`src/rtl/tlqe_pkg.sv`:
```
// Shared constants and types for the thick line quad expander.
`timescale 1ns / 1ps
package tlqe_pkg;
	localparam int CoordW   = 32;
	localparam int WidthW   = 31;
	localparam int VnumW    = 16;
	localparam int MagW     = 31;
	localparam int SqW      = 64;
	localparam int RootW    = 32;
	localparam int ProdW    = MagW + WidthW + 1;
	localparam int QuotW    = ProdW - RootW;

	typedef enum logic [5:0] {
		ST_IDLE  = 6'b000001,
		ST_NORM  = 6'b000010,
		ST_SQRT  = 6'b000100,
		ST_MUL   = 6'b001000,
		ST_DIV   = 6'b010000,
		ST_EMIT  = 6'b100000
	} state_t;
endpackage

```
`src/rtl/tlqe_sqrt.sv`:
```
// Bit-serial integer square root, two radicand bits per cycle.
`timescale 1ns / 1ps
module tlqe_sqrt (
	input  logic                      clk,
	input  logic                      arst_n,
	input  logic                      start,
	input  logic [tlqe_pkg::SqW-1:0]  radicand,
	output logic                      done,
	output logic [tlqe_pkg::RootW-1:0] root
);
	logic [tlqe_pkg::SqW-1:0]   rem_q;
	logic [tlqe_pkg::SqW-1:0]   rad_q;
	logic [tlqe_pkg::RootW-1:0] root_q;
	logic [5:0]                 cnt_q;
	logic                       busy_q;
	logic [tlqe_pkg::SqW-1:0]   trial;
	logic [tlqe_pkg::SqW-1:0]   shifted;

	assign shifted = {rem_q[tlqe_pkg::SqW-3:0], rad_q[tlqe_pkg::SqW-1 -: 2]};
	assign trial   = {{(tlqe_pkg::SqW-tlqe_pkg::RootW-2){1'b0}}, root_q, 2'b01};

	always_ff @(posedge clk or negedge arst_n) begin
		if (!arst_n) begin
			busy_q <= 1'b0;
			cnt_q  <= '0;
			done   <= 1'b0;
		end else begin
			done <= 1'b0;
			if (start) begin
				busy_q <= 1'b1;
				cnt_q  <= '0;
			end else if (busy_q) begin
				cnt_q <= cnt_q + 6'd1;
				if (cnt_q == 6'd31) begin
					busy_q <= 1'b0;
					done   <= 1'b1;
				end
			end
		end
	end

	always_ff @(posedge clk) begin
		if (start) begin
			rem_q  <= '0;
			rad_q  <= radicand;
			root_q <= '0;
		end else if (busy_q) begin
			rad_q <= {rad_q[tlqe_pkg::SqW-3:0], 2'b00};
			if (shifted >= trial) begin
				rem_q  <= shifted - trial;
				root_q <= {root_q[tlqe_pkg::RootW-2:0], 1'b1};
			end else begin
				rem_q  <= shifted;
				root_q <= {root_q[tlqe_pkg::RootW-2:0], 1'b0};
			end
		end
	end

	assign root = root_q;
endmodule

```
`config.mk`:
```
export PLATFORM = sky130hd
export DESIGN_NAME = tlqe_sqrt
export DESIGN_NICKNAME = d
export VERILOG_FILES = /design/src/rtl/tlqe_pkg.sv /design/src/rtl/tlqe_sqrt.sv
export SDC_FILE = /design/constraint.sdc
export NUM_CORES = 1
export LEC_CHECK = 0
export ABC_AREA = 1
export BUFFER_PORTS_ARGS = -buffer_cell sky130_fd_sc_hd__buf_2
export CORE_MARGIN = 5
export CORE_UTILIZATION = 30
export DETAILED_ROUTE_END_ITERATION = 12
export PLACE_DENSITY = 0.48
export SYNTH_ARGS = -nofsm -noshare
export SYNTH_HDL_FRONTEND = slang
export SYNTH_SLANG_ARGS = --single-unit
```
`constraint.sdc`:
```
create_clock -name clk -period 7.5 [get_ports clk]
set_input_delay 1.125 -clock clk [delete_from_list [all_inputs] [get_ports clk]]
set_output_delay 1.125 -clock clk [all_outputs]
set_load 0.01 [all_outputs]
```
; ---- Word-level counts from Yosys, hierarchy flattened
; Index checks and enable logic that the tools add are counted.
[word_totals]
reg_bits = 166
inputBits = 67
output_inout_bits = 33
elab_cells = 23
[op_classes]
n_addsub = 2
n_lt_le_gt_ge = 1
n_eq_ne = 1
n_mux = 12
reduce_logical = 1
[ops]
columns = cell, count
row1 = 2-to-1 mux 64 bit, 2
row2 = greater-or-equal comparator 64 x 34 -> 1 bit, 1
row3 = 2-to-1 mux 62 bit, 1
row4 = subtractor 62 x 34 -> 62 bit, 1
row5 = 2-to-1 mux 6 bit, 2
row6 = 2-to-1 mux 1 bit, 7
row7 = "adder 6 x 1 -> 6 bit, second input constant", 1
row8 = "== test 6 x 5 -> 1 bit, second input constant", 1
row9 = nonzero test 2 bit, 1

; ---- Depth between registers and ports, before layout
; Gate-level depths: netlist of the first run.
[depth]
word_depth = 4
ltp_mapped = 19
ltp_nobuf = 18

; ---- Worst setup path after synthesis of the first run
; OpenSTA, ideal clock, no wires.
[synth_timing]
path_kind = input to register
start = input start
end = register rad_q[0] (netlist bit), enable pin
setup_ps = 453
arrival_time_ps = 3283
required_time_ps = 7047
path_slack_ps = 3764
path_stages = 3
n_path_buf = 1
cell_sequence = nor2_1 clkinv_1 clkbuf_1
[synth_via]
elab_chain_len = 1
[synth_rtl]
columns = item, line_no
row1 = start: declaration, tlqe_sqrt.sv:6  ; input logic start,
row2 = nonzero test 2 bit (no source line), -
row3 = end signal: assignment, tlqe_sqrt.sv:45  ; rad_q <= radicand;
row4 = end signal: assignment, tlqe_sqrt.sv:48  ; rad_q <= {rad_q[tlqe_pkg::SqW-3:0], 2'b00};
row5 = end: declaration, tlqe_sqrt.sv:12  ; logic [tlqe_pkg::SqW-1:0] rad_q;
; No other way between the ends.
; A chain may end at the register's enable or synchronous reset.

; ---- Worst setup path in the final report of the first run
[layout_timing]
start = input start
end = register rad_q[8] (netlist bit), enable pin
; Same word-level chain as after synthesis.

==> flow_summary.yaml, run 1 <==
global_routing:
  use_met1_pct: 23.61
  grt_pass1_wl_um: 53360
  grt_pass1_vias: 9912
  antenna_found_initial: 2
  met3_usage_pct: 3.271
  grt_max_degree: 75
  grt_overflow: 0
  top_usage_layer: "met2"
  use_met2_pct: 27.06
  grt_usage_pct: 17.07
timing:
  worst_pin_slew_ns: 1.090
  fin_setup_tns_ns: 0
  timing.fmax_mhz: 289.9
  rsz0062_at_grt: "no"
  setup_viol: 0
  fin_skew_ns: 0.01924
  setup_slack_ns: 4.050
  period_minus_slack_ns: 3.450
  slew_headroom_pct: 27.36
  fin_crit_sh_pct: 46.00
  hold_violations: 0
  whs_ns: 0.4610
  report.final.slew_viol_count: 0
yosys:
  synth_commonest_cells: "791 x nand2_1, 222 x inv_1, 120 x nor2_1, 94 x dfxtp_1, 89 x nand3_1"
  synth_edf_count: 64
  async_flop_share_pct: 4.819
  synth.distinct_cells: 38
  yosysMostFrequentCell: "nand2_1"
  synth_flop_cell: "dfxtp_1"
  synth_fp_nets: 1799
  synth_area_per_cell_sq_um: 6.353
  yosys.area.top_type_share_pct: 27.54
  synth.largest_area_cell: "nand2_1"
  syn-cell-area_sq_um: 10780
  ys_ff_latch: 166
  ys_seq_area_share_pct: 37.14
  ys_top_cells_by_area: "nand2_1 28%, edfxtp_1 18%, dfxtp_1 17%, inv_1 7.7%, nor2_1 4.2%"
  syn_inst: 1697
  synth-warning-count: 0
detailed_routing:
  ant_nets: 0
  wirelength_um: 32910
  vias_per_cell: 4.490
  drtPass1Iterations: 6
  drtIter0Drc: 616
  routedWlPerCell_um: 14.61
  vias: 10110
  drcViolationCount: 0
clock_network:
  post_cts_buffers: 0
  clk_pin_slew_ns: 0.07
  cts.path.max_buffers: 2
  numCtsBuffers: 17
  cts_sinks: 166
  cts_root_buf: "clkbuf_16"
  cts-hold-fix-buffers: 0
  postCtsResizedCells: 0
  h-tree-depth: 4
  insertion_delay_ns: 0.47
  cts_tree: "built"
job:
  drv_cap: 0
finish:
  fill_cells: 3943
  post-route-util_pct: 34.53
  nNetsFinal: 1878
  drive_gt1_share_pct: 10.45
  multi_input_area_sq_um: 5623
  fin_area_sq_um: 12250
  regArea_sq_um: 4004
  area_growth_pct: 13.65
placement:
  pre_cts_slack_ns: 3.518
  io_buffers: 99
  gp_congestion: 0.9340
  dp_hpwl_um: 25150
  dpl_cell_area_sq_um: 11670
die:
  ios: 100
  die_width_um: 199.6
  die_y_um: 199.6
  dieArea_sq_um: 39830
  core-area_sq_um: 35480
  placementRows: 69
  initial_core_util_pct: 30.39
critical_path:
  start_kind: "input port"
  cp-end-kind: "flip-flop"
  critical_path_arrival_ns: 3.53
  crit_type: "input port to flip-flop"
  worstPathRequired_ns: 7.58
  cp_max_fo: 61
pwr:
  power_density_nw_per_um2: 449.5
  ir_drop_uv: 228.3
  p_leak_nw: 6.464
status:
  status: "complete, no violations"
min_path:
  hold_path_class: "flip-flop to flip-flop"
path summary, 6_finish.rpt:
path / to / startpoint / cells after the start / slack, ns
worst max-delay path: rad_q[8]$_DFFE_PP_ / start / 6 / 4.05
worst min-delay path: cnt_q[4]$_DFFE_PN0P_ / cnt_q[4]$_DFFE_PN0P_ / 1 / 0.46
worst max register to register: rem_q[29]$_SDFFE_PP0P_ / root[2]$_SDFFE_PP0P_ / 16 / 4.06
worst min register to register: cnt_q[4]$_DFFE_PN0P_ / cnt_q[4]$_DFFE_PN0P_ / 1 / 0.46
max in group asynchronous: cnt_q[3]$_DFFE_PN0P_ / arst_n / 1 / 6.82
min in group asynchronous: cnt_q[2]$_DFFE_PN0P_ / arst_n / 1 / 0.50
final cells by class:
| cell class | count | share of cell area, % |
|---|---|---|
| antenna | 2 | 0.04085 |
| clock buffer | 17 | 3.472 |
| clock inverter | 15 | 1.276 |
| inverter | 245 | 7.526 |
| multi-input combinational | 1241 | 45.89 |
| sequential | 166 | 32.68 |
| tap | 461 | 4.707 |
| timing repair buffer | 105 | 4.411 |
report_power, final:
part	switching [mW]	total [mW]	leakage [nW]	internal [mW]
sequential	0.158	1.28	1.58	1.12
combinational	2.32	3.34	4.61	1.02
clock	0.450	0.895	0.280	0.445
critical path: stages:
cell    delay (ns)
buf_2         0.30
buf_4         0.50
nor2_4        0.03
buf_4         0.34
inv_4         0.46
buf_4         0.72
per-stage QoR:
| stage | cells | power, mW |
|---|---|---|
| floorplan | 1697 | 3.712 |
| global placement | 2218 | 4.626 |
| CTS | 2250 | 5.552 |
| detailed placement | 2218 | 4.626 |
| finish | 2252 | 5.507 |
| global route | 2250 | 6.070 |
cell families after synthesis:
logic type,count (synthesis),share of synthesized area (%)
xor gates and xnor gates,27,2.193
DFF,166,37.14
AOI/OAI and AO/OA,107,5.536
and+or+nand+nor,1072,40.22
adders and majority gates,35,4.062
buffers and inverters,290,10.85
metal layers:
| metal | up-vias | routed length, um |
|---|---|---|
| met1 | 4445 | 16160 |
| met5 | - | 32 |
| li1 | 5404 | - |
| met3 | 41 | 1754 |
| met2 | 218 | 14280 |
| met4 | 4 | 682 |
registers in the layout, indices dropped and copies added, names as in the netlist:
name and count:
root 32, done 1, busy_q 1, rad_q 64, rem_q 62, cnt_q 6
placed cells by master (no fill, tap or decap), drive strengths merged, types with 7 or more instances in the layout:
master / count
dfrtp: 8
nand3: 89
nand4: 13
xor2: 24
buf: 105
clkbuf: 17
nand2: 809
edfxtp: 64
nand3b: 7
o21ai: 32
nor3: 18
o22ai: 32
clkinv: 11
a21oi: 38
dfxtp: 94
inv: 247
ha: 35
nor2: 128
Power figures use the tool's default switching activity.
==> inputs of run 2 (changes only) <==
clock period = 3.4 ns   (was 7.5 ns; I/O delays follow)
==> run 2 against run 1 <==
Compared with the run above: global-route usage hardly changed; count of clock-buffer cells in the layout stayed put; design area is 0.84% higher; clock skew is 0.0074 ns lower; power is 120% higher; largest cell class unchanged; die area stayed put; non-clock buffer count is 6 higher; setup slack worse by 3.3 ns; cell count is 0.18% higher; core utilization is 0.29 points higher; largest power group unchanged; highest routed layer is now met4; sequential power is 120% higher; flip-flop and latch count stayed put.
==> flow_summary.yaml, run 2 (same netlist as run 1, synthesis figures left out) <==
status:
  status: "complete, no violations"
pwr:
  ir_drop_uv: 416.0
  p_leak_nw: 6.527
  power_density_nw_per_um2: 997.7
placement:
  gp_congestion: 0.9784
  dp_hpwl_um: 25890
  io_buffers: 99
  dp.cells: 2223
timing:
  setup_viol: 0
  timing.fmax_mhz: 373.5
  hold_violations: 0
  fin_skew_ns: 0.01182
  worst_pin_slew_ns: 0.6147
  fin_crit_sh_pct: 78.74
  period_minus_slack_ns: 2.677
  fin_setup_tns_ns: 0
  rsz0062_at_grt: "no"
  slew_headroom_pct: 58.59
  report.final.slew_viol_count: 0
finish:
  diodes: 0
  top_register: "rad_q"
  drive_gt1_share_pct: 10.75
  mostFrequentLayoutCells: "791 x nand2_1, 222 x inv_1, 118 x nor2_1"
  regArea_sq_um: 4004
  mostFrequentLayoutCell: "nand2_1"
  area_growth_pct: 14.60
  nNetsFinal: 1884
  multi_input_area_sq_um: 5623
  fill_cells: 3943
  largest_reg_flops: 64
  final_cell_count_no_fill: 2256
clock_network:
  cts.path.max_buffers: 2
  insertion_delay_ns: 0.46
  postCtsResizedCells: 0
  cts_root_buf: "clkbuf_16"
  clk_pin_slew_ns: 0.08
  h-tree-depth: 4
  cts_tree: "built"
  cts_sinks: 166
  numCtsBuffers: 17
detailed_routing:
  vias: 10110
  ant_nets: 0
  vias_per_cell: 4.482
  routedWlPerCell_um: 14.67
  drtIter0Drc: 573
  wirelength_um: 33100
  drcViolationCount: 0
  drtPass1Iterations: 5
critical_path:
  worstPathRequired_ns: 3.79
  critical_path_arrival_ns: 3.07
  crit_type: "flip-flop to flip-flop"
  cp-end-kind: "flip-flop"
  cp_max_fo: 29
  start_kind: "flip-flop"
global_routing:
  grt_pass1_wl_um: 53370
  grt_usage_pct: 17.04
  grt_overflow: 0
  grt_max_degree: 61
  grt_pass1_vias: 9985
  antenna_found_initial: 0
job:
  drv_cap: 0
die:
  core-area_sq_um: 35480
  initial_core_util_pct: 30.39
  die_width_um: 199.6
  ios: 100
  dieArea_sq_um: 39830
  placementRows: 69
  die_y_um: 199.6
min_path:
  hold_path_class: "input port to flip-flop"
-- run 2: final timing paths --
path	from	slack, ns	cells after the start	to
min in group asynchronous	arst_n	0.44	2	busy_q$_DFF_PN0_
max in group asynchronous	arst_n	2.78	2	cnt_q[5]$_DFFE_PN0P_
worst max register to register	root[2]$_SDFFE_PP0P_	0.72	16	rem_q[33]$_SDFFE_PP0P_
worst min register to register	rem_q[60]$_SDFFE_PP0P_	0.45	2	rem_q[60]$_SDFFE_PP0P_
worst min-delay path	radicand[0]	0.31	3	rad_q[0]$_SDFFCE_PN0P_
worst max-delay path	root[2]$_SDFFE_PP0P_	0.72	16	rem_q[33]$_SDFFE_PP0P_
-- run 2: layout make-up --
type,instances,share of cell area (%)
clock buffer,17,3.443
tap,461,4.668
clock inverter,15,1.448
sequential,166,32.41
timing repair buffer,111,5.063
inverter,245,7.463
multi-input combinational,1241,45.51
-- run 2: report_power, final --
part / internal, mW / switching [mW] / leakage, nW
combinational: 2.29 / 5.17 / 4.65
clock: 1.12 / 0.936 / 0.297
sequential: 2.47 / 0.352 / 1.58
total: 5.87 / 6.46 / 6.53
-- run 2: per-layer routing --
metal | global-route usage [%] | wire, um
met1 | 23.40 | 16570
met2 | 27.50 | 14640
met3 | 3.052 | 1323
met4 | 5.006 | 569
met5 | 0 | 0
-- run 2: critical path: stages (launching register included) --
cell,delay (ns)
dfxtp_1,0.33
inv_1,0.08
ha_1,0.36
nand2_1,0.15
nor2_2,0.08
nand3_1,0.12
nand2_2,0.13
nand2_1,0.10
nand2_2,0.10
nand2_2,0.11
nand4_4,0.30
inv_2,0.11
buf_4,0.36
nand2_1,0.09
nand2_1,0.08
nand2_1,0.05
nand2_1,0.06
-- run 2: stage by stage --
stage	power [mW]	hold WS, ns	util (%)	instance area (sq um)	worst slack (ns)
6_report	12.33	0.3082	34.82	12360	0.7227
5_1_grt	13.53	0.2932	34.82	12360	0.4465
4_1_cts	12.38	0.2780	34.82	12360	0.7038
3_5_place_dp	10.28	0.3697	33.09	11740	0.7234
3_3_place_gp	10.31	0.3665	33.09	11740	0.7189
2_1_floorplan	8.188	0.2144	-	10780	0.1821
-- run 2: repair_timing --
| item | in CTS | in global routing |
|---|---|---|
| endpoints found under the hold margin | 8 | 0 |
| hold buffers | 1 | 0 |
| setup buffers | 0 | 0 |
==> inputs of run 3 (changes only) <==
PLACE_DENSITY = 0.5   (was 0.48)
clock period = 2.3 ns   (was 3.4 ns; I/O delays follow)
==> run 3 against run 2 <==
Compared with the run above: critical path type unchanged; clock skew increased by 0.0090 ns; first-iteration DRC count increased by 18%; die area unchanged; largest power group unchanged; clock power increased by 51%; maximum frequency increased by 22%; combinational power increased by 100%; via count increased by 8.3%; hold slack got worse by 0.16 ns.
==> flow_summary.yaml, run 3 (same netlist as run 1, synthesis figures left out) <==
status:
  status: "complete, no violations"
clock_network:
  cts_tree: "built"
  cts_root_buf: "clkbuf_16"
  clk_pin_slew_ns: 0.07
  h-tree-depth: 4
  cts.path.max_buffers: 2
  insertion_delay_ns: 0.47
  numCtsBuffers: 17
  cts_sinks: 166
global_routing:
  grt_pass1_wl_um: 56610
  grt_usage_pct: 18.04
  grt_pass1_vias: 10850
  grt_overflow: 0
  antenna_found_initial: 0
  grt_max_degree: 65
critical_path:
  cp_max_fo: 6
  start_kind: "flip-flop"
  r2r_cells: 12
  r2r_start: "rem_q[46]$_SDFFE_PP0P_"
  worstPathRequired_ns: 2.64
  worst-r2r-setup-slack_ns: 0.1
  crit_type: "flip-flop to flip-flop"
  critical_path_arrival_ns: 2.54
  cp-end-kind: "flip-flop"
  r2r-end: "rem_q[34]$_SDFFE_PP0P_"
detailed_routing:
  vias: 10950
  drcViolationCount: 0
  drtPass1Iterations: 5
  wirelength_um: 35710
  ant_nets: 0
  drtIter0Drc: 678
  routedWlPerCell_um: 14.78
  vias_per_cell: 4.531
timing:
  setup_viol: 0
  fin_crit_sh_pct: 95.72
  slew_headroom_pct: 57.65
  report.final.slew_viol_count: 0
  rsz0062_at_grt: "yes"
  worst_pin_slew_ns: 0.6353
  period_minus_slack_ns: 2.202
  fin_skew_ns: 0.02077
  fin_setup_tns_ns: 0
  timing.fmax_mhz: 454.2
  hold_violations: 0
finish:
  largest_reg_flops: 64
  area_growth_pct: 34.71
  final_cell_count_no_fill: 2416
  mostFrequentLayoutCells: "752 x nand2_1, 214 x inv_1, 157 x buf_4"
  drive_gt1_share_pct: 25.32
  top_register: "rad_q"
  mostFrequentLayoutCell: "nand2_1"
  diodes: 0
  nNetsFinal: 2044
  fin_area_sq_um: 14520
job:
  drv_cap: 0
die:
  placementRows: 69
  initial_core_util_pct: 30.39
  ios: 100
  die_y_um: 199.6
  die_width_um: 199.6
  dieArea_sq_um: 39830
  core-area_sq_um: 35480
pwr:
  p_leak_nw: 7.452
  power_density_nw_per_um2: 1525
  ir_drop_uv: 768.0
placement:
  io_buffers: 99
  dp_hpwl_um: 27120
  dp.cells: 2368
  dpl_cell_area_sq_um: 12870
  gp_congestion: 0.9119
min_path:
  hold-path-cell-count: 3
  holdPathEnd: "rad_q[1]$_SDFFCE_PN0P_"
  timing.hold.worst.start: "radicand[1]"
  hold_path_class: "input port to flip-flop"
==> run 3: cell types whose count changed in the layout (fill, tap and decap cells not counted), sizes merged <==
| cell | before | now |
|---|---|---|
| buf | 110 | 266 |
| inv | 250 | 249 |
| clkinv | 7 | 8 |
| clkbuf | 17 | 21 |
==> run 3: worst max-delay path by stage <==
stage,cells past startpoint,from,slack (ns),end
after global routing,17,root[19]$_SDFFE_PP0P_,-0.02,rem_q[26]$_SDFFE_PP0P_
after CTS,16,root[27]$_SDFFE_PP0P_,0.002,rem_q[33]$_SDFFE_PP0P_
final,12,rem_q[46]$_SDFFE_PP0P_,0.1,rem_q[34]$_SDFFE_PP0P_
after detailed placement,13,root[24]$_SDFFE_PP0P_,-0.06,rem_q[59]$_SDFFE_PP0P_
after floorplan,4,busy_q$_DFF_PN0_,0.07,rad_q[0]$_SDFFCE_PN0P_
after global placement,16,root[13]$_SDFFE_PP0P_,-0.03,rem_q[51]$_SDFFE_PP0P_
==> run 3: cell type report <==
cell class	count	area, sq um
well taps	461	576.8
repair buffers	271	1966
fillers	3752	20960
clock inverters	15	185.2
inverters	245	924.6
clock buffers	17	425.4
multi-input cells	1241	6436
flip-flops and latches	166	4010
==> run 3: metrics by stage <==
| stage | worst slack (ns) | util [%] | power (mW) | hold WS (ns) |
|---|---|---|---|---|
| finish | 0.09849 | 40.93 | 22.15 | 0.1445 |
| global route | -0.02199 | 40.93 | 24.16 | 0.1380 |
| CTS | 0.002049 | 38.72 | 20.74 | 0.1135 |
| detailed placement | -0.06376 | 36.26 | 17.12 | 0.2035 |
| global placement | -0.02682 | 36.26 | 17.12 | 0.2001 |
| floorplan | 0.07419 | - | 12.10 | 0.04941 |
==> run 3: routing by layer <==
metal,vias to the layer above,global-route usage (%),share of wire [%]
li1,5730,-,-
met1,4965,24.91,49
met2,222,28.90,45
met3,31,3.541,4.6
met4,0,4.881,1.6
met5,-,0,0
==> run 3: critical path, stage by stage, from the launching register on <==
cell and delay (ns):
dfxtp_1 0.33, inv_1 0.07, nand2_1 0.08, nor3_1 0.29, nand2_1 0.14, nor2_1 0.28, nand2_2 0.11, inv_2 0.08
nand4_4 0.14, buf_6 0.18, clkbuf_16 0.16, nand2_1 0.16, a21oi_1 0.08
==> run 3: timing repair <==
item | CTS | global route
endpoints found under the setup margin | 36 | 61
hold buffers | 1 | 0
buffers inserted | 5 | 6
resized for setup | 29 | 145
endpoints found under the hold margin | 8 | 0
cloned | 1 | 4
pin swaps | 2 | 24
==> run 3: power by group <==
part | total [mW] | internal (mW) | switching, mW
combinational | 14.9 | 6.01 | 8.85
clock | 3.09 | 1.65 | 1.44
sequential | 4.20 | 3.64 | 0.558
total | 22.1 | 11.3 | 10.8
