--- src/rtl/tlqe_pkg.sv ---
// Shared constants and types for the thick line quad expander.
`timescale 1ns / 1ps
package tlqe_pkg;
	localparam int CoordW   = 32;
	localparam int WidthW   = 31;
	localparam int VnumW    = 16;
	localparam int MagW     = 31;
	localparam int SqW      = 64;
	localparam int RootW    = 32;
	localparam int ProdW    = MagW + WidthW + 1;
	localparam int QuotW    = ProdW - RootW;

	typedef enum logic [5:0] {
		ST_IDLE  = 6'b000001,
		ST_NORM  = 6'b000010,
		ST_SQRT  = 6'b000100,
		ST_MUL   = 6'b001000,
		ST_DIV   = 6'b010000,
		ST_EMIT  = 6'b100000
	} state_t;
endpackage

--- src/rtl/tlqe_div.sv ---
// Restoring divider, one quotient bit per cycle.
`timescale 1ns / 1ps
module tlqe_div (
	input  logic                       clk,
	input  logic                       arst_n,
	input  logic                       start,
	input  logic [tlqe_pkg::ProdW-1:0] dividend,
	input  logic [tlqe_pkg::RootW:0]   divisor,
	output logic                       done,
	output logic [tlqe_pkg::QuotW-1:0] quotient
);
	logic [tlqe_pkg::ProdW-1:0] num_q;
	logic [tlqe_pkg::RootW+1:0] rem_q;
	logic [tlqe_pkg::RootW:0]   den_q;
	logic [5:0]                 cnt_q;
	logic                       busy_q;
	logic [tlqe_pkg::RootW+1:0] sh;

	assign sh = {rem_q[tlqe_pkg::RootW:0], num_q[tlqe_pkg::ProdW-1]};

	always_ff @(posedge clk or negedge arst_n) begin
		if (!arst_n) begin
			busy_q <= 1'b0;
			cnt_q  <= '0;
			done   <= 1'b0;
		end else begin
			done <= 1'b0;
			if (start) begin
				busy_q <= 1'b1;
				cnt_q  <= '0;
			end else if (busy_q) begin
				cnt_q <= cnt_q + 6'd1;
				if (cnt_q == 6'(tlqe_pkg::ProdW-1)) begin
					busy_q <= 1'b0;
					done   <= 1'b1;
				end
			end
		end
	end

	always_ff @(posedge clk) begin
		if (start) begin
			num_q <= dividend;
			den_q <= divisor;
			rem_q <= '0;
		end else if (busy_q) begin
			if (sh >= {1'b0, den_q}) begin
				rem_q <= sh - {1'b0, den_q};
				num_q <= {num_q[tlqe_pkg::ProdW-2:0], 1'b1};
			end else begin
				rem_q <= sh;
				num_q <= {num_q[tlqe_pkg::ProdW-2:0], 1'b0};
			end
		end
	end

	// quotient fits: magnitude below 2^31 times width below 2^31 over 2^31
	assign quotient = num_q[tlqe_pkg::QuotW-1:0];
endmodule

--- config.mk ---
export PLATFORM = sky130hd
export DESIGN_NAME = tlqe_div
export DESIGN_NICKNAME = d
export VERILOG_FILES = /design/src/rtl/tlqe_pkg.sv /design/src/rtl/tlqe_div.sv
export SDC_FILE = /design/constraint.sdc
export NUM_CORES = 1
export LEC_CHECK = 0
export BUFFER_PORTS_ARGS = -buffer_cell sky130_fd_sc_hd__buf_4
export CAP_MARGIN = 20
export CORE_MARGIN = 2
export CORE_UTILIZATION = 28
export CTS_CLUSTER_SIZE = 8
export DETAILED_ROUTE_END_ITERATION = 6
export PLACE_DENSITY = 0.5
export REMOVE_ABC_BUFFERS = 1
export SYNTH_ARGS = -nofsm -noshare
export SYNTH_HDL_FRONTEND = slang
export SYNTH_SLANG_ARGS = --single-unit
export TNS_END_PERCENT = 10
--- constraint.sdc ---
create_clock -name clk -period 3.5 [get_ports clk]
set_input_delay 0.7 -clock clk [delete_from_list [all_inputs] [get_ports clk]]
set_output_delay 0.7 -clock clk [all_outputs]
set_load 0.02 [all_outputs]
# Word-level counts from Yosys, hierarchy flattened
# Index checks and enable logic that the tools add are counted.
op_classes:
  n_addsub: 2
  magnitude_cmp: 1
  eq_ne: 1
  mux: 12
  n_reduce_logical: 1
op_table:
  columns: ["operator", "n"]
  rows:
  - ["$mux W63", 2]
  - ["$ge A34 B33 Y1", 1]
  - ["$mux W33", 1]
  - ["$sub A33 B33 Y33", 1]
  - ["$mux W6", 2]
  - ["$mux W1", 7]
  - ["$add A6 B1 Y6 const B", 1]
  - ["$eq A6 B6 Y1 const B", 1]
  - ["$reduce_bool A2 Y1", 1]
totals:
  ff_bits: 137
  input_bits: 99
  output_inout_bits: 32
  wordCells: 23

# Depth between registers and ports, before layout
# Gate-level depths: netlist (run 1).
depth:
  depth_word: 4
  depth_mapped: 15
  mapped_depth_nobuf: 13

# Worst setup path after synthesis (run 1)
# No wires, ideal clock.
synth_path:
  path_kind: "in2reg"
  startpoint: "input port start"
  endpoint: "register num_q[0] in the netlist's numbering (enable)"
  setup_ns: 0.417
  arrival_ns: 2.700
  t_required_ns: 3.083
  slack_ns: 0.383
  cell_stages: 5
  path_buffers: 3
  cell_sequence: "clkbuf_1 clkbuf_1 nor2_1 clkbuf_1 inv_1"
synth_between:
  elab_chain_len: 1
synth_lines:
  columns: ["item", "line_no", "text"]
  rows:
  - ["start, declared", "tlqe_div.sv:6", "input logic start,"]
  - ["$reduce_bool A2 Y1 (no source line)", null, null]
  - ["end signal, assigned", "tlqe_div.sv:43", "num_q <= dividend;"]
  - ["end signal, assigned", "tlqe_div.sv:49", "num_q <= {num_q[tlqe_pkg::ProdW-2:0], 1'b1};"]
  - ["end signal, assigned", "tlqe_div.sv:52", "num_q <= {num_q[tlqe_pkg::ProdW-2:0], 1'b0};"]
  - ["end, declared", "tlqe_div.sv:12", "logic [tlqe_pkg::ProdW-1:0] num_q;"]
# Every way passes these cells.
# A chain may end at the register's enable or synchronous reset.

# Worst setup path in the final report (run 1)
layout_path:
  startpoint: "register num_q[62] in the netlist's numbering"
  endpoint: "register rem_q[20] in the netlist's numbering"
layout_between:
  elab_chain_len: 2
  word_cells_on_any_way: 3
  cone_classes: "add/sub (1); order compare (1); mux (1)"
layout_lines:
  columns: ["item", "line_no", "text"]
  rows:
  - ["$sub A33 B33 Y33 or $ge A34 B33 Y1 (tied branches)", "tlqe_div.sv:48, tlqe_div.sv:47", null]
  - ["$mux W33 (*)", "tlqe_div.sv:47", "if (sh >= {1'b0, den_q}) begin"]
  - ["end signal, assigned", "tlqe_div.sv:48", "rem_q <= sh - {1'b0, den_q};"]
  - ["end signal, assigned", "tlqe_div.sv:51", "rem_q <= sh;"]
  - ["end, declared", "tlqe_div.sv:13", "logic [tlqe_pkg::RootW+1:0] rem_q;"]
# Every way passes the cells marked *; elsewhere a longest branch is shown, timed or not.

==> flow_summary.html, run 1 <==
<table>
<tr><th>Metric</th><th>Value</th></tr>
<tr><th colspan="2">Status</th></tr>
<tr><td>Result of the run</td><td>completed</td></tr>
<tr><th colspan="2">Clock network</th></tr>
<tr><td>CTS tree</td><td>done</td></tr>
<tr><td>Total number of clock tree sinks</td><td>roughly 140</td></tr>
<tr><td>Clk root buf</td><td>sky130_fd_sc_hd__clkbuf_16</td></tr>
<tr><td>Clock latency of the later-clocked register in the worst-skew pair</td><td>0.42 ns</td></tr>
<tr><td>Total clock buffers created by CTS</td><td>17</td></tr>
<tr><td>Hold Buf Count CTS</td><td>0</td></tr>
<tr><td>H-tree Lvls</td><td>4</td></tr>
<tr><td>Register clock-pin slew on the reported worst setup and hold paths</td><td>about 0.06 ns</td></tr>
<tr><td>Maximum number of buffers from clock root to sink</td><td>2</td></tr>
<tr><th colspan="2">Placement</th></tr>
<tr><td>Worst setup timing slack at the placement stage</td><td>between 0.1 and 0.15 ns</td></tr>
<tr><td>Routability cong.</td><td>between 0.7 and 0.8</td></tr>
<tr><td>Total of buffers placed on input and output ports</td><td>130</td></tr>
<tr><td>Detailed placement HPWL</td><td>roughly 12 mm</td></tr>
<tr><th colspan="2">GRT</th></tr>
<tr><td>Antenna violations before repair</td><td>0</td></tr>
<tr><td>Met3 Resource Use GR</td><td>5.63%</td></tr>
<tr><td>Peak-usage layer in the global routing report</td><td>met2</td></tr>
<tr><td>All-layer global routing usage</td><td>between 10% and 20%</td></tr>
<tr><td>Met1 Track Usage GR</td><td>between 15 and 20%</td></tr>
<tr><td>Gr ovfl total</td><td>0</td></tr>
<tr><td>Pin count of the biggest net entering global routing</td><td>61</td></tr>
<tr><td>Met2 GRT Util</td><td>roughly a fifth</td></tr>
<tr><td>Number of global-route vias before repair</td><td>~5400</td></tr>
<tr><td>Global-route wire length before repair</td><td>28.6 mm</td></tr>
<tr><th colspan="2">Final layout</th></tr>
<tr><td>Final cell utilization of the core</td><td>between 30% and 40%</td></tr>
<tr><td>Area added between synthesis and finish</td><td>23.8%</td></tr>
<tr><td>Leading cell types in the layout, fill and taps excluded</td><td>sky130_fd_sc_hd__buf_4 (141), sky130_fd_sc_hd__edfxtp_1 (96), sky130_fd_sc_hd__mux2_2 (63), sky130_fd_sc_hd__nor2_1 (62), sky130_fd_sc_hd__a21oi_1 (50)</td></tr>
<tr><td>NumNets Final</td><td>911</td></tr>
<tr><td>Number of filler cells placed in the layout</td><td>2634</td></tr>
<tr><td>Commonest non-fill, non-tap cell in the layout</td><td>sky130_fd_sc_hd__buf_4</td></tr>
<tr><td>Fraction of final layout cells sized beyond drive strength 1</td><td>between 30% and 40%</td></tr>
<tr><td>Diodes inserted</td><td>0</td></tr>
<tr><th colspan="2">Synth</th></tr>
<tr><td>Number of different library cells in the post-synthesis netlist</td><td>60</td></tr>
<tr><td>Yosys warnings</td><td>0</td></tr>
<tr><td>Syn Inst Count</td><td>about 670</td></tr>
<tr><td>Post-synthesis async set-or-reset flop share</td><td>between 5 and 6%</td></tr>
<tr><td>Proportion of synthesized area in mux cells</td><td>between 10% and 20%</td></tr>
<tr><td>Average size of a mapped cell</td><td>about 11 um2</td></tr>
<tr><td>Number of flops mapped to enable cells by yosys</td><td>96</td></tr>
<tr><td>Dominant combinational cell family by area after synthesis</td><td>compound AO/OA/AOI/OAI gates</td></tr>
<tr><td>Simple-gate share of the synthesized area</td><td>8.48%</td></tr>
<tr><td>XOR/XNOR share of the synthesized area</td><td>3.86%</td></tr>
<tr><td>Share of the synthesized area in compound gates (AO/OA/AOI/OAI)</td><td>~14%</td></tr>
<tr><td>Post-synthesis share of cell area spent on full adders, half adders and majority gates</td><td>6.11%</td></tr>
<tr><td>Synthesized area</td><td>0.00749 mm2</td></tr>
<tr><td>Register bit count reported by yosys</td><td>between 100 and 150</td></tr>
<tr><td>Proportion of synthesized chip area in sequential cells</td><td>49.9%</td></tr>
<tr><td>Ys flop type</td><td>sky130_fd_sc_hd__edfxtp_1</td></tr>
<tr><th colspan="2">STA</th></tr>
<tr><td>Worst-case setup margin in the final layout</td><td>0.262 ns</td></tr>
<tr><td>Setup Skew</td><td>roughly 0.013 ns</td></tr>
<tr><td>Final worst-path cycle share</td><td>about 93%</td></tr>
<tr><td>Crit path time final</td><td>roughly 3.2 ns</td></tr>
<tr><td>Hold slack</td><td>0.0901 ns</td></tr>
<tr><td>Peak clock frequency supported by timing</td><td>between 300 and 400 MHz</td></tr>
<tr><td>Final-report setup violation count</td><td>0</td></tr>
<tr><td>Final hold viol count</td><td>0</td></tr>
<tr><td>Slew HR</td><td>between 50% and 60%</td></tr>
<tr><td>Transition time of the tightest slew-check pin</td><td>about 0.64 ns</td></tr>
<tr><td>Count of pins over their slew limit</td><td>0</td></tr>
<tr><td>Unrepaired setup endpoints after global routing</td><td>false</td></tr>
<tr><th colspan="2">Pwr</th></tr>
<tr><td>Worst vdd ir</td><td>397 uV</td></tr>
<tr><td>Power per standard cell area</td><td>between 700 and 800 mW/mm2</td></tr>
<tr><td>Leakage power total</td><td>between 0.003 and 0.004 uW</td></tr>
<tr><th colspan="2">Drt</th></tr>
<tr><td>Routed wire length</td><td>about 18 mm</td></tr>
<tr><td>Initial drt markers</td><td>between 200 and 300</td></tr>
<tr><td>Iteration count of the initial detailed-routing pass</td><td>4</td></tr>
<tr><td>Via count of the routed design</td><td>~5300</td></tr>
<tr><td>Routed vias/inst</td><td>approximately 4.7</td></tr>
<tr><td>Wire length per cell</td><td>about 16 um</td></tr>
<tr><td>Final ANT Viol Nets</td><td>0</td></tr>
<tr><td>Number of design rule violations left after detail routing</td><td>0</td></tr>
<tr><th colspan="2">Floorplanning</th></tr>
<tr><td>Die boundary width</td><td>168 um</td></tr>
<tr><td>Initial Utilization</td><td>between 20% and 30%</td></tr>
<tr><td>Die outline height</td><td>between 150 and 200 um</td></tr>
<tr><td>Number of top-level design ports</td><td>131</td></tr>
<tr><td>Total die area</td><td>around 0.028 mm2</td></tr>
<tr><td>Core Area</td><td>approximately 0.026 mm2</td></tr>
<tr><td>Number of cell rows</td><td>about 60</td></tr>
<tr><th colspan="2">Critical path</th></tr>
<tr><td>CP delay by family, top</td><td>compound AO/OA/AOI/OAI gates</td></tr>
<tr><td>Slowest Stage Delay on Critical Path</td><td>~0.40 ns</td></tr>
<tr><td>Highest fanout seen on the critical path</td><td>3</td></tr>
<tr><td>CP Data Arrival Time</td><td>3.56 ns</td></tr>
<tr><td>CP bufs+invs</td><td>2</td></tr>
<tr><td>Category of the critical setup timing path</td><td>flip-flop to flip-flop</td></tr>
<tr><td>Ordered list of cells on the worst path</td><td>inv_1, ha_1, inv_1, fa_1, a21o_1, a311oi_1, o31ai_1, or3_1, a31oi_1, nor2_1, a221oi_1, xor2_1, o31ai_1</td></tr>
<tr><td>R2R depth</td><td>13</td></tr>
<tr><td>Critical-path top delay cell</td><td>sky130_fd_sc_hd__a311oi_1</td></tr>
<tr><td>Endpoint class of the critical path</td><td>flip-flop</td></tr>
<tr><td>Critical path depth</td><td>13</td></tr>
<tr><td>Startpoint class of the critical path</td><td>flip-flop</td></tr>
<tr><td>Critical path data required time</td><td>approximately 3.8 ns</td></tr>
<tr><th colspan="2">Worst hold path</th></tr>
<tr><td>Path category of the worst min-delay check</td><td>input port to asynchronous set/reset pin</td></tr>
<tr><th colspan="2">Run</th></tr>
<tr><td>Number of max-capacitance violations reported</td><td>0</td></tr>
</table>
registers in the layout, indices dropped and copies added, names as in the netlist:
register / count
cnt_q: 6
done: 1
rem_q: 33
busy_q: 1
num_q: 63
den_q: 33
cells by family after synthesis:
kind of cell / after synthesis
AO/OA/AOI/OAI: 154
AND/OR/NAND/NOR: 138
flip-flops: 137
buffers and inverters: 101
multiplexers: 75
adder cells (fa/ha/maj): 36
XOR/XNOR: 33
repair_timing:
action                                  4_1_cts  5_1_grt
buffers inserted                              0        2
endpoints found under the setup margin        0       22
resized for setup                             0        1
stage by stage:
| step | TNS [ns] | instances | total power, uW | area [um2] |
|---|---|---|---|---|
| final | 0 | 1124 | 6650 | 9280 |
| after global routing | 0 | 1124 | 7120 | 9280 |
| after CTS | 0 | 1122 | 6710 | 9250 |
| after detailed placement | 0 | 1090 | 4860 | 8670 |
| after global placement | 0 | 1090 | 4870 | 8670 |
| after floorplan | -2.63 | 612 | 4100 | 7130 |
final timing paths:
path / slack, ns / from / end
worst max-delay path: 0.26 / num_q[62]$_DFFE_PP_ / rem_q[20]$_SDFFE_PP0P_
min in group clk: 0.45 / divisor[0] / den_q[0]$_DFFE_PP_
worst max register to register: 0.26 / num_q[62]$_DFFE_PP_ / rem_q[20]$_SDFFE_PP0P_
worst min-delay path: 0.09 / arst_n / cnt_q[3]$_DFFE_PN0P_
max in group asynchronous: 3.27 / arst_n / busy_q$_DFF_PN0_
worst min register to register: 0.49 / rem_q[9]$_SDFFE_PP0P_ / rem_q[9]$_SDFFE_PP0P_
cell type report:
type / count / area [um2] / area share [%]
sequential: 137 / 3740 / 40.4
multi-input combinational: 436 / 3250 / 35.0
timing repair buffer: 145 / 1140 / 12.3
clock buffer: 17 / 425 / 4.59
tap: 335 / 419 / 4.52
clock inverter: 15 / 153 / 1.65
inverter: 39 / 146 / 1.58
metal layers:
| metal | wire length, um | share of wire [%] |
|---|---|---|
| met1 | 7860 | 45 |
| met2 | 7920 | 45 |
| met3 | 1570 | 8.9 |
| met4 | 224 | 1.3 |
| met5 | 0 | 0 |
report_power, final:
part / internal, uW / total [uW] / leakage, uW / switching [uW]
logic: 1190 / 2590 / 0.00221 / 1410
clock network: 1010 / 1800 / 0.000283 / 793
registers: 2050 / 2260 / 0.00136 / 202
Yosys cell counts, drive strengths merged, types with 8 or more instances:
cell,n,area (um2)
edfxtp,96,2880
mux2,63,709
nor2,62,233
a21oi,51,259
buf,41,285
inv,39,146
ha,35,438
dfxtp,33,661
nand2,33,126
a211oi,24,180
o21ai,23,115
clkbuf,21,78.8
xnor2,17,149
xor2,16,140
a21o,12,90.1
mux2i,12,120
dfrtp,8,200
Note: power is estimated with default switching activity, not from simulation.
==> inputs of run 2 (changes only) <==
--- a/config.mk
+++ b/config.mk
@@ -11,7 +11,7 @@
 export CORE_UTILIZATION = 28
 export CTS_CLUSTER_SIZE = 8
 export DETAILED_ROUTE_END_ITERATION = 6
-export PLACE_DENSITY = 0.5
+export PLACE_DENSITY = 0.51
 export REMOVE_ABC_BUFFERS = 1
 export SYNTH_ARGS = -nofsm -noshare
 export SYNTH_HDL_FRONTEND = slang
==> constraint.sdc (replaced) <==
create_clock -name clk -period 2.7 [get_ports clk]
set_input_delay 0.54 -clock clk [delete_from_list [all_inputs] [get_ports clk]]
set_output_delay 0.54 -clock clk [all_outputs]
set_load 0.02 [all_outputs]
==> flow_summary.html, run 2 (synthesis results as in run 1) <==
<table>
<tr><th>Metric</th><th>Value</th></tr>
<tr><th colspan="2">Status</th></tr>
<tr><td>Result of the run</td><td>finished with violations</td></tr>
<tr><td>Violated checks</td><td>setup timing</td></tr>
<tr><th colspan="2">Placement</th></tr>
<tr><td>Area of placed instances</td><td>between 0.009 and 0.01 mm2</td></tr>
<tr><td>Total of buffers placed on input and output ports</td><td>130</td></tr>
<tr><td>Detailed placement HPWL</td><td>around 13 mm</td></tr>
<tr><td>Routability cong.</td><td>a little under 0.8</td></tr>
<tr><td>Worst setup timing slack at the placement stage</td><td>-0.468 ns</td></tr>
<tr><th colspan="2">STA</th></tr>
<tr><td>Slew HR</td><td>a little under three fifths</td></tr>
<tr><td>Transition time of the tightest slew-check pin</td><td>0.648 ns</td></tr>
<tr><td>Final hold viol count</td><td>0</td></tr>
<tr><td>Setup Skew</td><td>between 0.01 and 0.015 ns</td></tr>
<tr><td>Peak clock frequency supported by timing</td><td>between 300 and 400 MHz</td></tr>
<tr><td>Crit path time final</td><td>2.97 ns</td></tr>
<tr><td>Final-report setup violation count</td><td>34</td></tr>
<tr><td>Count of pins over their slew limit</td><td>0</td></tr>
<tr><td>Unrepaired setup endpoints after global routing</td><td>true</td></tr>
<tr><td>Accumulated negative setup slack</td><td>-6.78 ns</td></tr>
<tr><td>Worst-case setup margin in the final layout</td><td>-0.270 ns</td></tr>
<tr><td>Final worst-path cycle share</td><td>110%</td></tr>
<tr><th colspan="2">GRT</th></tr>
<tr><td>Antenna violations before repair</td><td>0</td></tr>
<tr><td>Gr ovfl total</td><td>0</td></tr>
<tr><td>Number of global-route vias before repair</td><td>5793</td></tr>
<tr><td>All-layer global routing usage</td><td>a little over an eighth</td></tr>
<tr><td>Pin count of the biggest net entering global routing</td><td>between 60 and 70</td></tr>
<tr><td>Global-route wire length before repair</td><td>approximately 30 mm</td></tr>
<tr><th colspan="2">Final layout</th></tr>
<tr><td>Max FFs per register</td><td>63</td></tr>
<tr><td>NumNets Final</td><td>a little under 1000</td></tr>
<tr><td>Commonest non-fill, non-tap cell in the layout</td><td>sky130_fd_sc_hd__buf_4</td></tr>
<tr><td>Diodes inserted</td><td>0</td></tr>
<tr><td>Post-route design area</td><td>about 0.010 mm2</td></tr>
<tr><td>Fraction of final layout cells sized beyond drive strength 1</td><td>between 40% and 50%</td></tr>
<tr><td>Largest regs</td><td>num_q: 63 flops, den_q: 33 flops, rem_q: 33 flops</td></tr>
<tr><td>Register Area</td><td>~0.0037 mm2</td></tr>
<tr><td>Largest reg by FF count</td><td>num_q</td></tr>
<tr><td>Area occupied by multi-input gates</td><td>between 0.003 and 0.004 mm2</td></tr>
<tr><td>Leading cell types in the layout, fill and taps excluded</td><td>sky130_fd_sc_hd__buf_4 (194), sky130_fd_sc_hd__edfxtp_1 (96), sky130_fd_sc_hd__mux2_2 (63), sky130_fd_sc_hd__nor2_1 (53), sky130_fd_sc_hd__a21oi_1 (48)</td></tr>
<tr><td>Number of filler cells placed in the layout</td><td>2560</td></tr>
<tr><td>Area added between synthesis and finish</td><td>33.8%</td></tr>
<tr><th colspan="2">Drt</th></tr>
<tr><td>Routed vias/inst</td><td>between 4 and 5</td></tr>
<tr><td>Wire length per cell</td><td>approximately 16 um</td></tr>
<tr><td>Routed wire length</td><td>approximately 19 mm</td></tr>
<tr><td>Final ANT Viol Nets</td><td>0</td></tr>
<tr><td>Via count of the routed design</td><td>about 5500</td></tr>
<tr><td>Number of design rule violations left after detail routing</td><td>0</td></tr>
<tr><td>Initial drt markers</td><td>between 200 and 250</td></tr>
<tr><td>Iteration count of the initial detailed-routing pass</td><td>4</td></tr>
<tr><th colspan="2">Pwr</th></tr>
<tr><td>Worst vdd ir</td><td>just under 400 uV</td></tr>
<tr><td>Power per standard cell area</td><td>a little under 1000 mW/mm2</td></tr>
<tr><td>Leakage power total</td><td>approximately 0.0042 uW</td></tr>
<tr><th colspan="2">Clock network</th></tr>
<tr><td>Total number of clock tree sinks</td><td>roughly 140</td></tr>
<tr><td>Clk root buf</td><td>sky130_fd_sc_hd__clkbuf_16</td></tr>
<tr><td>Maximum number of buffers from clock root to sink</td><td>2</td></tr>
<tr><td>Total clock buffers created by CTS</td><td>17</td></tr>
<tr><td>H-tree Lvls</td><td>4</td></tr>
<tr><td>Clock latency of the later-clocked register in the worst-skew pair</td><td>0.42 ns</td></tr>
<tr><td>CTS tree</td><td>done</td></tr>
<tr><td>Register clock-pin slew on the reported worst setup and hold paths</td><td>around 0.07 ns</td></tr>
<tr><th colspan="2">Floorplanning</th></tr>
<tr><td>Initial Utilization</td><td>about 29%</td></tr>
<tr><td>Die boundary width</td><td>168 um</td></tr>
<tr><td>Number of cell rows</td><td>59</td></tr>
<tr><td>Number of top-level design ports</td><td>around 130</td></tr>
<tr><td>Die outline height</td><td>approximately 170 um</td></tr>
<tr><td>Total die area</td><td>about 0.028 mm2</td></tr>
<tr><td>Core Area</td><td>about 0.026 mm2</td></tr>
<tr><th colspan="2">Critical path</th></tr>
<tr><td>Highest fanout seen on the critical path</td><td>3</td></tr>
<tr><td>R2R depth</td><td>12</td></tr>
<tr><td>Startpoint class of the critical path</td><td>flip-flop</td></tr>
<tr><td>CP Data Arrival Time</td><td>between 3 and 4 ns</td></tr>
<tr><td>Critical path data required time</td><td>slightly above 3 ns</td></tr>
<tr><td>Category of the critical setup timing path</td><td>flip-flop to flip-flop</td></tr>
<tr><td>Endpoint class of the critical path</td><td>flip-flop</td></tr>
<tr><th colspan="2">Worst hold path</th></tr>
<tr><td>Worst hold stages</td><td>1</td></tr>
<tr><td>Path category of the worst min-delay check</td><td>input port to flip-flop</td></tr>
<tr><th colspan="2">Run</th></tr>
<tr><td>Number of max-capacitance violations reported</td><td>0</td></tr>
</table>
[run 2: cell types whose count changed in the layout (fill, tap and decap cells not counted), moves of 3 or more]
| cell | delta |
|---|---|
| sky130_fd_sc_hd__a211oi_1 | -4 |
| sky130_fd_sc_hd__a211oi_2 | +4 |
| sky130_fd_sc_hd__buf_4 | +53 |
| sky130_fd_sc_hd__buf_6 | +4 |
| sky130_fd_sc_hd__ha_1 | -8 |
| sky130_fd_sc_hd__ha_4 | +7 |
| sky130_fd_sc_hd__inv_1 | -4 |
| sky130_fd_sc_hd__inv_2 | +4 |
| sky130_fd_sc_hd__nor2_1 | -9 |
| sky130_fd_sc_hd__nor2_2 | +6 |
| sky130_fd_sc_hd__nor2_4 | +3 |
| sky130_fd_sc_hd__o21ai_0 | -8 |
| sky130_fd_sc_hd__o21ai_1 | +7 |
[run 2: final cells by class]
type	count	share of cell area, %
tap	335	4.18
clock buffer	17	4.24
clock inverter	15	1.77
inverter	39	1.46
sequential	137	37.4
multi-input combinational	436	34.6
timing repair buffer	205	16.4
[run 2: report_power, final]
group / switching (uW) / internal (uW) / leakage (uW)
clock network: 1030 / 1400 / 0.000288
registers: 281 / 2660 / 0.00136
logic: 2170 / 2210 / 0.00254
total: 3480 / 6270 / 0.00419
[run 2: final timing paths]
check | startpoint | end | slack, ns
min in group asynchronous | arst_n | cnt_q[3]$_DFFE_PN0P_ | 0.47
min | divisor[21] | den_q[21]$_DFFE_PP_ | 0.29
max | den_q[9]$_DFFE_PP_ | rem_q[19]$_SDFFE_PP0P_ | -0.27
min reg2reg | rem_q[21]$_SDFFE_PP0P_ | rem_q[21]$_SDFFE_PP0P_ | 0.48
max reg2reg | den_q[9]$_DFFE_PP_ | rem_q[19]$_SDFFE_PP0P_ | -0.27
max in group asynchronous | arst_n | busy_q$_DFF_PN0_ | 2.09
[run 2: routing by layer]
metal	part of all wire (%)	GRT usage [%]	vias up
li1	-	-	2765
met1	44	16.6	2602
met2	47	21.6	133
met3	8.7	6.33	14
met4	1.3	3.59	0
met5	0	0	-
[run 2: worst max-delay path, stage by stage (launching register included)]
cell and delay (ns):
sky130_fd_sc_hd__edfxtp_1 0.35, sky130_fd_sc_hd__inv_2 0.05, sky130_fd_sc_hd__ha_4 0.26, sky130_fd_sc_hd__nand2_2 0.05, sky130_fd_sc_hd__or4_4 0.54, sky130_fd_sc_hd__o31a_1 0.36, sky130_fd_sc_hd__a31oi_4 0.24, sky130_fd_sc_hd__a21oi_4 0.08
sky130_fd_sc_hd__buf_4 0.16, sky130_fd_sc_hd__o31ai_4 0.26, sky130_fd_sc_hd__buf_4 0.22, sky130_fd_sc_hd__mux2i_1 0.08, sky130_fd_sc_hd__a211oi_1 0.23
[run 2: per-stage QoR]
step                      utilization, %  hold slack (ns)  power, uW  std cells
after detailed placement            34.6            0.366       6780       1141
after CTS                           37.6            0.270       9570       1179
after global placement              34.6            0.367       6780       1141
after global routing                38.3            0.264      10400       1184
final                               38.3            0.286       9750       1184
after floorplan                        -            0.244       5320        612
[run 2: repair_timing]
item                                    CTS  global route
pin swaps                                23            15
setup buffers                             6             4
resized for setup                        25            32
endpoints found under the setup margin   34            34
endpoints found under the hold margin     8             0
hold buffers                              1             0
cloned                                    1             1
==> inputs of run 3 (changes only) <==
--- a/config.mk
+++ b/config.mk
@@ -11,7 +11,7 @@
 export CORE_UTILIZATION = 28
 export CTS_CLUSTER_SIZE = 8
 export DETAILED_ROUTE_END_ITERATION = 6
-export PLACE_DENSITY = 0.51
+export PLACE_DENSITY = 0.5
 export REMOVE_ABC_BUFFERS = 1
 export SYNTH_ARGS = -nofsm -noshare
 export SYNTH_HDL_FRONTEND = slang
==> constraint.sdc (replaced) <==
create_clock -name clk -period 3.4 [get_ports clk]
set_input_delay 0.68 -clock clk [delete_from_list [all_inputs] [get_ports clk]]
set_output_delay 0.68 -clock clk [all_outputs]
set_load 0.02 [all_outputs]
==> flow_summary.html, run 3 (synthesis results as in run 1) <==
<table>
<tr><th>Metric</th><th>Value</th></tr>
<tr><th colspan="2">Drt</th></tr>
<tr><td>Routed vias/inst</td><td>~4.6</td></tr>
<tr><td>Initial drt markers</td><td>around 250</td></tr>
<tr><td>Top routing layer used</td><td>met4</td></tr>
<tr><td>Metal3 WL</td><td>1.50 mm</td></tr>
<tr><td>Routed wire length</td><td>between 15 and 20 mm</td></tr>
<tr><td>Met2 WL post-DR</td><td>7.53 mm</td></tr>
<tr><td>Number of design rule violations left after detail routing</td><td>0</td></tr>
<tr><td>Post-route met1 wirelength</td><td>~8.1 mm</td></tr>
<tr><td>Final ANT Viol Nets</td><td>0</td></tr>
<tr><td>Wire length per cell</td><td>15.3 um</td></tr>
<tr><td>Iteration count of the initial detailed-routing pass</td><td>4</td></tr>
<tr><td>Via count of the routed design</td><td>just over 5000</td></tr>
<tr><th colspan="2">GRT</th></tr>
<tr><td>All-layer global routing usage</td><td>12.6%</td></tr>
<tr><td>Antenna violations before repair</td><td>0</td></tr>
<tr><td>Pin count of the biggest net entering global routing</td><td>slightly below 90</td></tr>
<tr><td>Global-route wire length before repair</td><td>between 20 and 30 mm</td></tr>
<tr><td>Number of global-route vias before repair</td><td>about 5400</td></tr>
<tr><td>Gr ovfl total</td><td>0</td></tr>
<tr><th colspan="2">Critical path</th></tr>
<tr><td>R2r endpoint</td><td>rem_q[16]$_SDFFE_PP0P_</td></tr>
<tr><td>Critical-path top delay cell</td><td>sky130_fd_sc_hd__fa_1</td></tr>
<tr><td>Startpoint class of the critical path</td><td>flip-flop</td></tr>
<tr><td>Endpoint class of the critical path</td><td>flip-flop</td></tr>
<tr><td>Highest fanout seen on the critical path</td><td>3</td></tr>
<tr><td>Most frequent cell on the critical path</td><td>sky130_fd_sc_hd__inv_1</td></tr>
<tr><td>Start of the worst register-to-register path</td><td>num_q[62]$_DFFE_PP_</td></tr>
<tr><td>Ordered list of cells on the worst path</td><td>inv_1, ha_1, inv_1, fa_1, a21o_1, a311oi_2, o31ai_1, or3_1, a31oi_2, buf_4, o31a_1, xnor2_1, mux2i_1, a211oi_1</td></tr>
<tr><td>R2R depth</td><td>14</td></tr>
<tr><td>Category of the critical setup timing path</td><td>flip-flop to flip-flop</td></tr>
<tr><td>CP Data Arrival Time</td><td>between 3 and 4 ns</td></tr>
<tr><td>Slowest Stage Delay on Critical Path</td><td>roughly 0.4 ns</td></tr>
<tr><td>Minimum setup slack among reg-to-reg paths</td><td>0.21 ns</td></tr>
<tr><td>Critical path data required time</td><td>roughly 3.7 ns</td></tr>
<tr><th colspan="2">Final layout</th></tr>
<tr><td>NumNets Final</td><td>between 900 and 1000</td></tr>
<tr><td>Non-filler cells in the finished layout</td><td>around 1100</td></tr>
<tr><td>Fraction of final layout cells sized beyond drive strength 1</td><td>32.4%</td></tr>
<tr><td>Number of filler cells placed in the layout</td><td>between 2000 and 3000</td></tr>
<tr><td>Max FFs per register</td><td>63</td></tr>
<tr><td>Largest reg by FF count</td><td>num_q</td></tr>
<tr><td>Area added between synthesis and finish</td><td>23.9%</td></tr>
<tr><td>Post-route design area</td><td>roughly 0.0093 mm2</td></tr>
<tr><td>Largest regs</td><td>num_q: 63 flops, den_q: 33 flops, rem_q: 33 flops</td></tr>
<tr><td>Commonest non-fill, non-tap cell in the layout</td><td>sky130_fd_sc_hd__buf_4</td></tr>
<tr><td>Leading cell types in the layout, fill and taps excluded</td><td>sky130_fd_sc_hd__buf_4 (142), sky130_fd_sc_hd__edfxtp_1 (96), sky130_fd_sc_hd__mux2_2 (63), sky130_fd_sc_hd__nor2_1 (62), sky130_fd_sc_hd__a21oi_1 (50)</td></tr>
<tr><td>Diodes inserted</td><td>0</td></tr>
<tr><th colspan="2">STA</th></tr>
<tr><td>Final-report setup violation count</td><td>0</td></tr>
<tr><td>Transition time of the tightest slew-check pin</td><td>roughly 0.55 ns</td></tr>
<tr><td>Peak clock frequency supported by timing</td><td>around 310 MHz</td></tr>
<tr><td>Accumulated negative setup slack</td><td>0 ns</td></tr>
<tr><td>Unrepaired setup endpoints after global routing</td><td>true</td></tr>
<tr><td>Setup Skew</td><td>a little under 0.009 ns</td></tr>
<tr><td>Final hold viol count</td><td>0</td></tr>
<tr><td>Crit path time final</td><td>3.19 ns</td></tr>
<tr><td>Count of pins over their slew limit</td><td>0</td></tr>
<tr><td>Final worst-path cycle share</td><td>a little over nine tenths</td></tr>
<tr><td>Slew HR</td><td>roughly 63%</td></tr>
<tr><td>Hold slack</td><td>a little over 0.07 ns</td></tr>
<tr><td>Worst-case setup margin in the final layout</td><td>roughly 0.21 ns</td></tr>
<tr><th colspan="2">Pwr</th></tr>
<tr><td>Worst vdd ir</td><td>between 400 and 500 uV</td></tr>
<tr><td>Leakage power total</td><td>between 0.003 and 0.004 uW</td></tr>
<tr><td>Power per standard cell area</td><td>around 740 mW/mm2</td></tr>
<tr><th colspan="2">Placement</th></tr>
<tr><td>Cell total after placement</td><td>~1100</td></tr>
<tr><td>Area of placed instances</td><td>around 0.0087 mm2</td></tr>
<tr><td>Worst setup timing slack at the placement stage</td><td>~0.15 ns</td></tr>
<tr><td>Detailed placement HPWL</td><td>about 12 mm</td></tr>
<tr><td>Routability cong.</td><td>0.766</td></tr>
<tr><td>Total of buffers placed on input and output ports</td><td>130</td></tr>
<tr><th colspan="2">Clock network</th></tr>
<tr><td>CTS tree</td><td>done</td></tr>
<tr><td>H-tree Lvls</td><td>4</td></tr>
<tr><td>Register clock-pin slew on the reported worst setup and hold paths</td><td>approximately 0.070 ns</td></tr>
<tr><td>Hold Buf Count CTS</td><td>0</td></tr>
<tr><td>Clk root buf</td><td>sky130_fd_sc_hd__clkbuf_16</td></tr>
<tr><td>Total number of clock tree sinks</td><td>137</td></tr>
<tr><td>Clock latency of the later-clocked register in the worst-skew pair</td><td>about 0.42 ns</td></tr>
<tr><td>Total clock buffers created by CTS</td><td>17</td></tr>
<tr><td>Maximum number of buffers from clock root to sink</td><td>2</td></tr>
<tr><th colspan="2">Run</th></tr>
<tr><td>Number of max-capacitance violations reported</td><td>0</td></tr>
<tr><th colspan="2">Floorplanning</th></tr>
<tr><td>Number of top-level design ports</td><td>around 130</td></tr>
<tr><td>Initial Utilization</td><td>approximately 29%</td></tr>
<tr><td>Core Area</td><td>roughly 0.026 mm2</td></tr>
<tr><td>Number of cell rows</td><td>59</td></tr>
<tr><td>Total die area</td><td>roughly 0.028 mm2</td></tr>
<tr><td>Die outline height</td><td>about 170 um</td></tr>
<tr><td>Die boundary width</td><td>around 170 um</td></tr>
<tr><th colspan="2">Status</th></tr>
<tr><td>Result of the run</td><td>completed</td></tr>
<tr><th colspan="2">Worst hold path</th></tr>
<tr><td>Path category of the worst min-delay check</td><td>input port to asynchronous set/reset pin</td></tr>
</table>
## run 3: cell types whose count changed in the layout (fill, tap and decap cells not counted), sizes merged
cell / previous run / this run
dlygate4sd3: 1 / 0
clkbuf: 18 / 17
clkinv: 1 / 3
buf: 203 / 145
inv: 48 / 47
bufinv: 2 / 1
## run 3: worst max path at each step
| stage | from | end | cells past startpoint |
|---|---|---|---|
| after floorplan | num_q[62]$_DFFE_PP_ | rem_q[31]$_SDFFE_PP0P_ | 12 |
| after global placement | num_q[62]$_DFFE_PP_ | rem_q[16]$_SDFFE_PP0P_ | 14 |
| after detailed placement | num_q[62]$_DFFE_PP_ | rem_q[16]$_SDFFE_PP0P_ | 14 |
| after CTS | num_q[62]$_DFFE_PP_ | rem_q[16]$_SDFFE_PP0P_ | 14 |
| after global routing | num_q[62]$_DFFE_PP_ | rem_q[16]$_SDFFE_PP0P_ | 14 |
| final | num_q[62]$_DFFE_PP_ | rem_q[16]$_SDFFE_PP0P_ | 14 |
## run 3: where the power goes
| part | internal (uW) | switching (uW) |
|---|---|---|
| clock network | 1040 | 811 |
| logic | 1230 | 1450 |
| registers | 2110 | 208 |
| total | 4380 | 2470 |
## run 3: layer usage
layer | up-vias | GRT usage, %
met5 | - | 0
met4 | 0 | 2.91
met3 | 6 | 5.93
met2 | 142 | 19.0
met1 | 2404 | 16.5
li1 | 2630 | -
## run 3: what timing repair did
action | CTS | global route
gates resized for setup | 0 | 4
setup buffers | 0 | 2
setup endpoints to repair | 0 | 26
## run 3: critical path: cells and delay by family (launching register included)
family | cells | cell delay (ns)
DFF | 1 | 0.39
adders and majority gates | 2 | 0.56
muxes | 1 | 0.09
and+or+nand+nor | 1 | 0.36
buffers and inverters | 3 | 0.28
xor gates and xnor gates | 1 | 0.13
AOI/OAI and AO/OA | 6 | 1.30
## run 3: layout make-up
| cell class | count | area, um2 | area share (%) |
|---|---|---|---|
| multi-input combinational | 436 | 3270 | 35.2 |
| inverter | 39 | 146 | 1.58 |
| clock inverter | 15 | 154 | 1.66 |
| tap | 335 | 419 | 4.52 |
| clock buffer | 17 | 425 | 4.58 |
| timing repair buffer | 145 | 1130 | 12.1 |
| sequential | 137 | 3740 | 40.3 |
## run 3: per-stage QoR
step	power (uW)	utilization [%]
4_1_cts	6900	35.3
3_3_place_gp	5000	33.1
5_1_grt	7340	35.4
6_report	6840	35.4
2_1_floorplan	4220	-
3_5_place_dp	4990	33.1
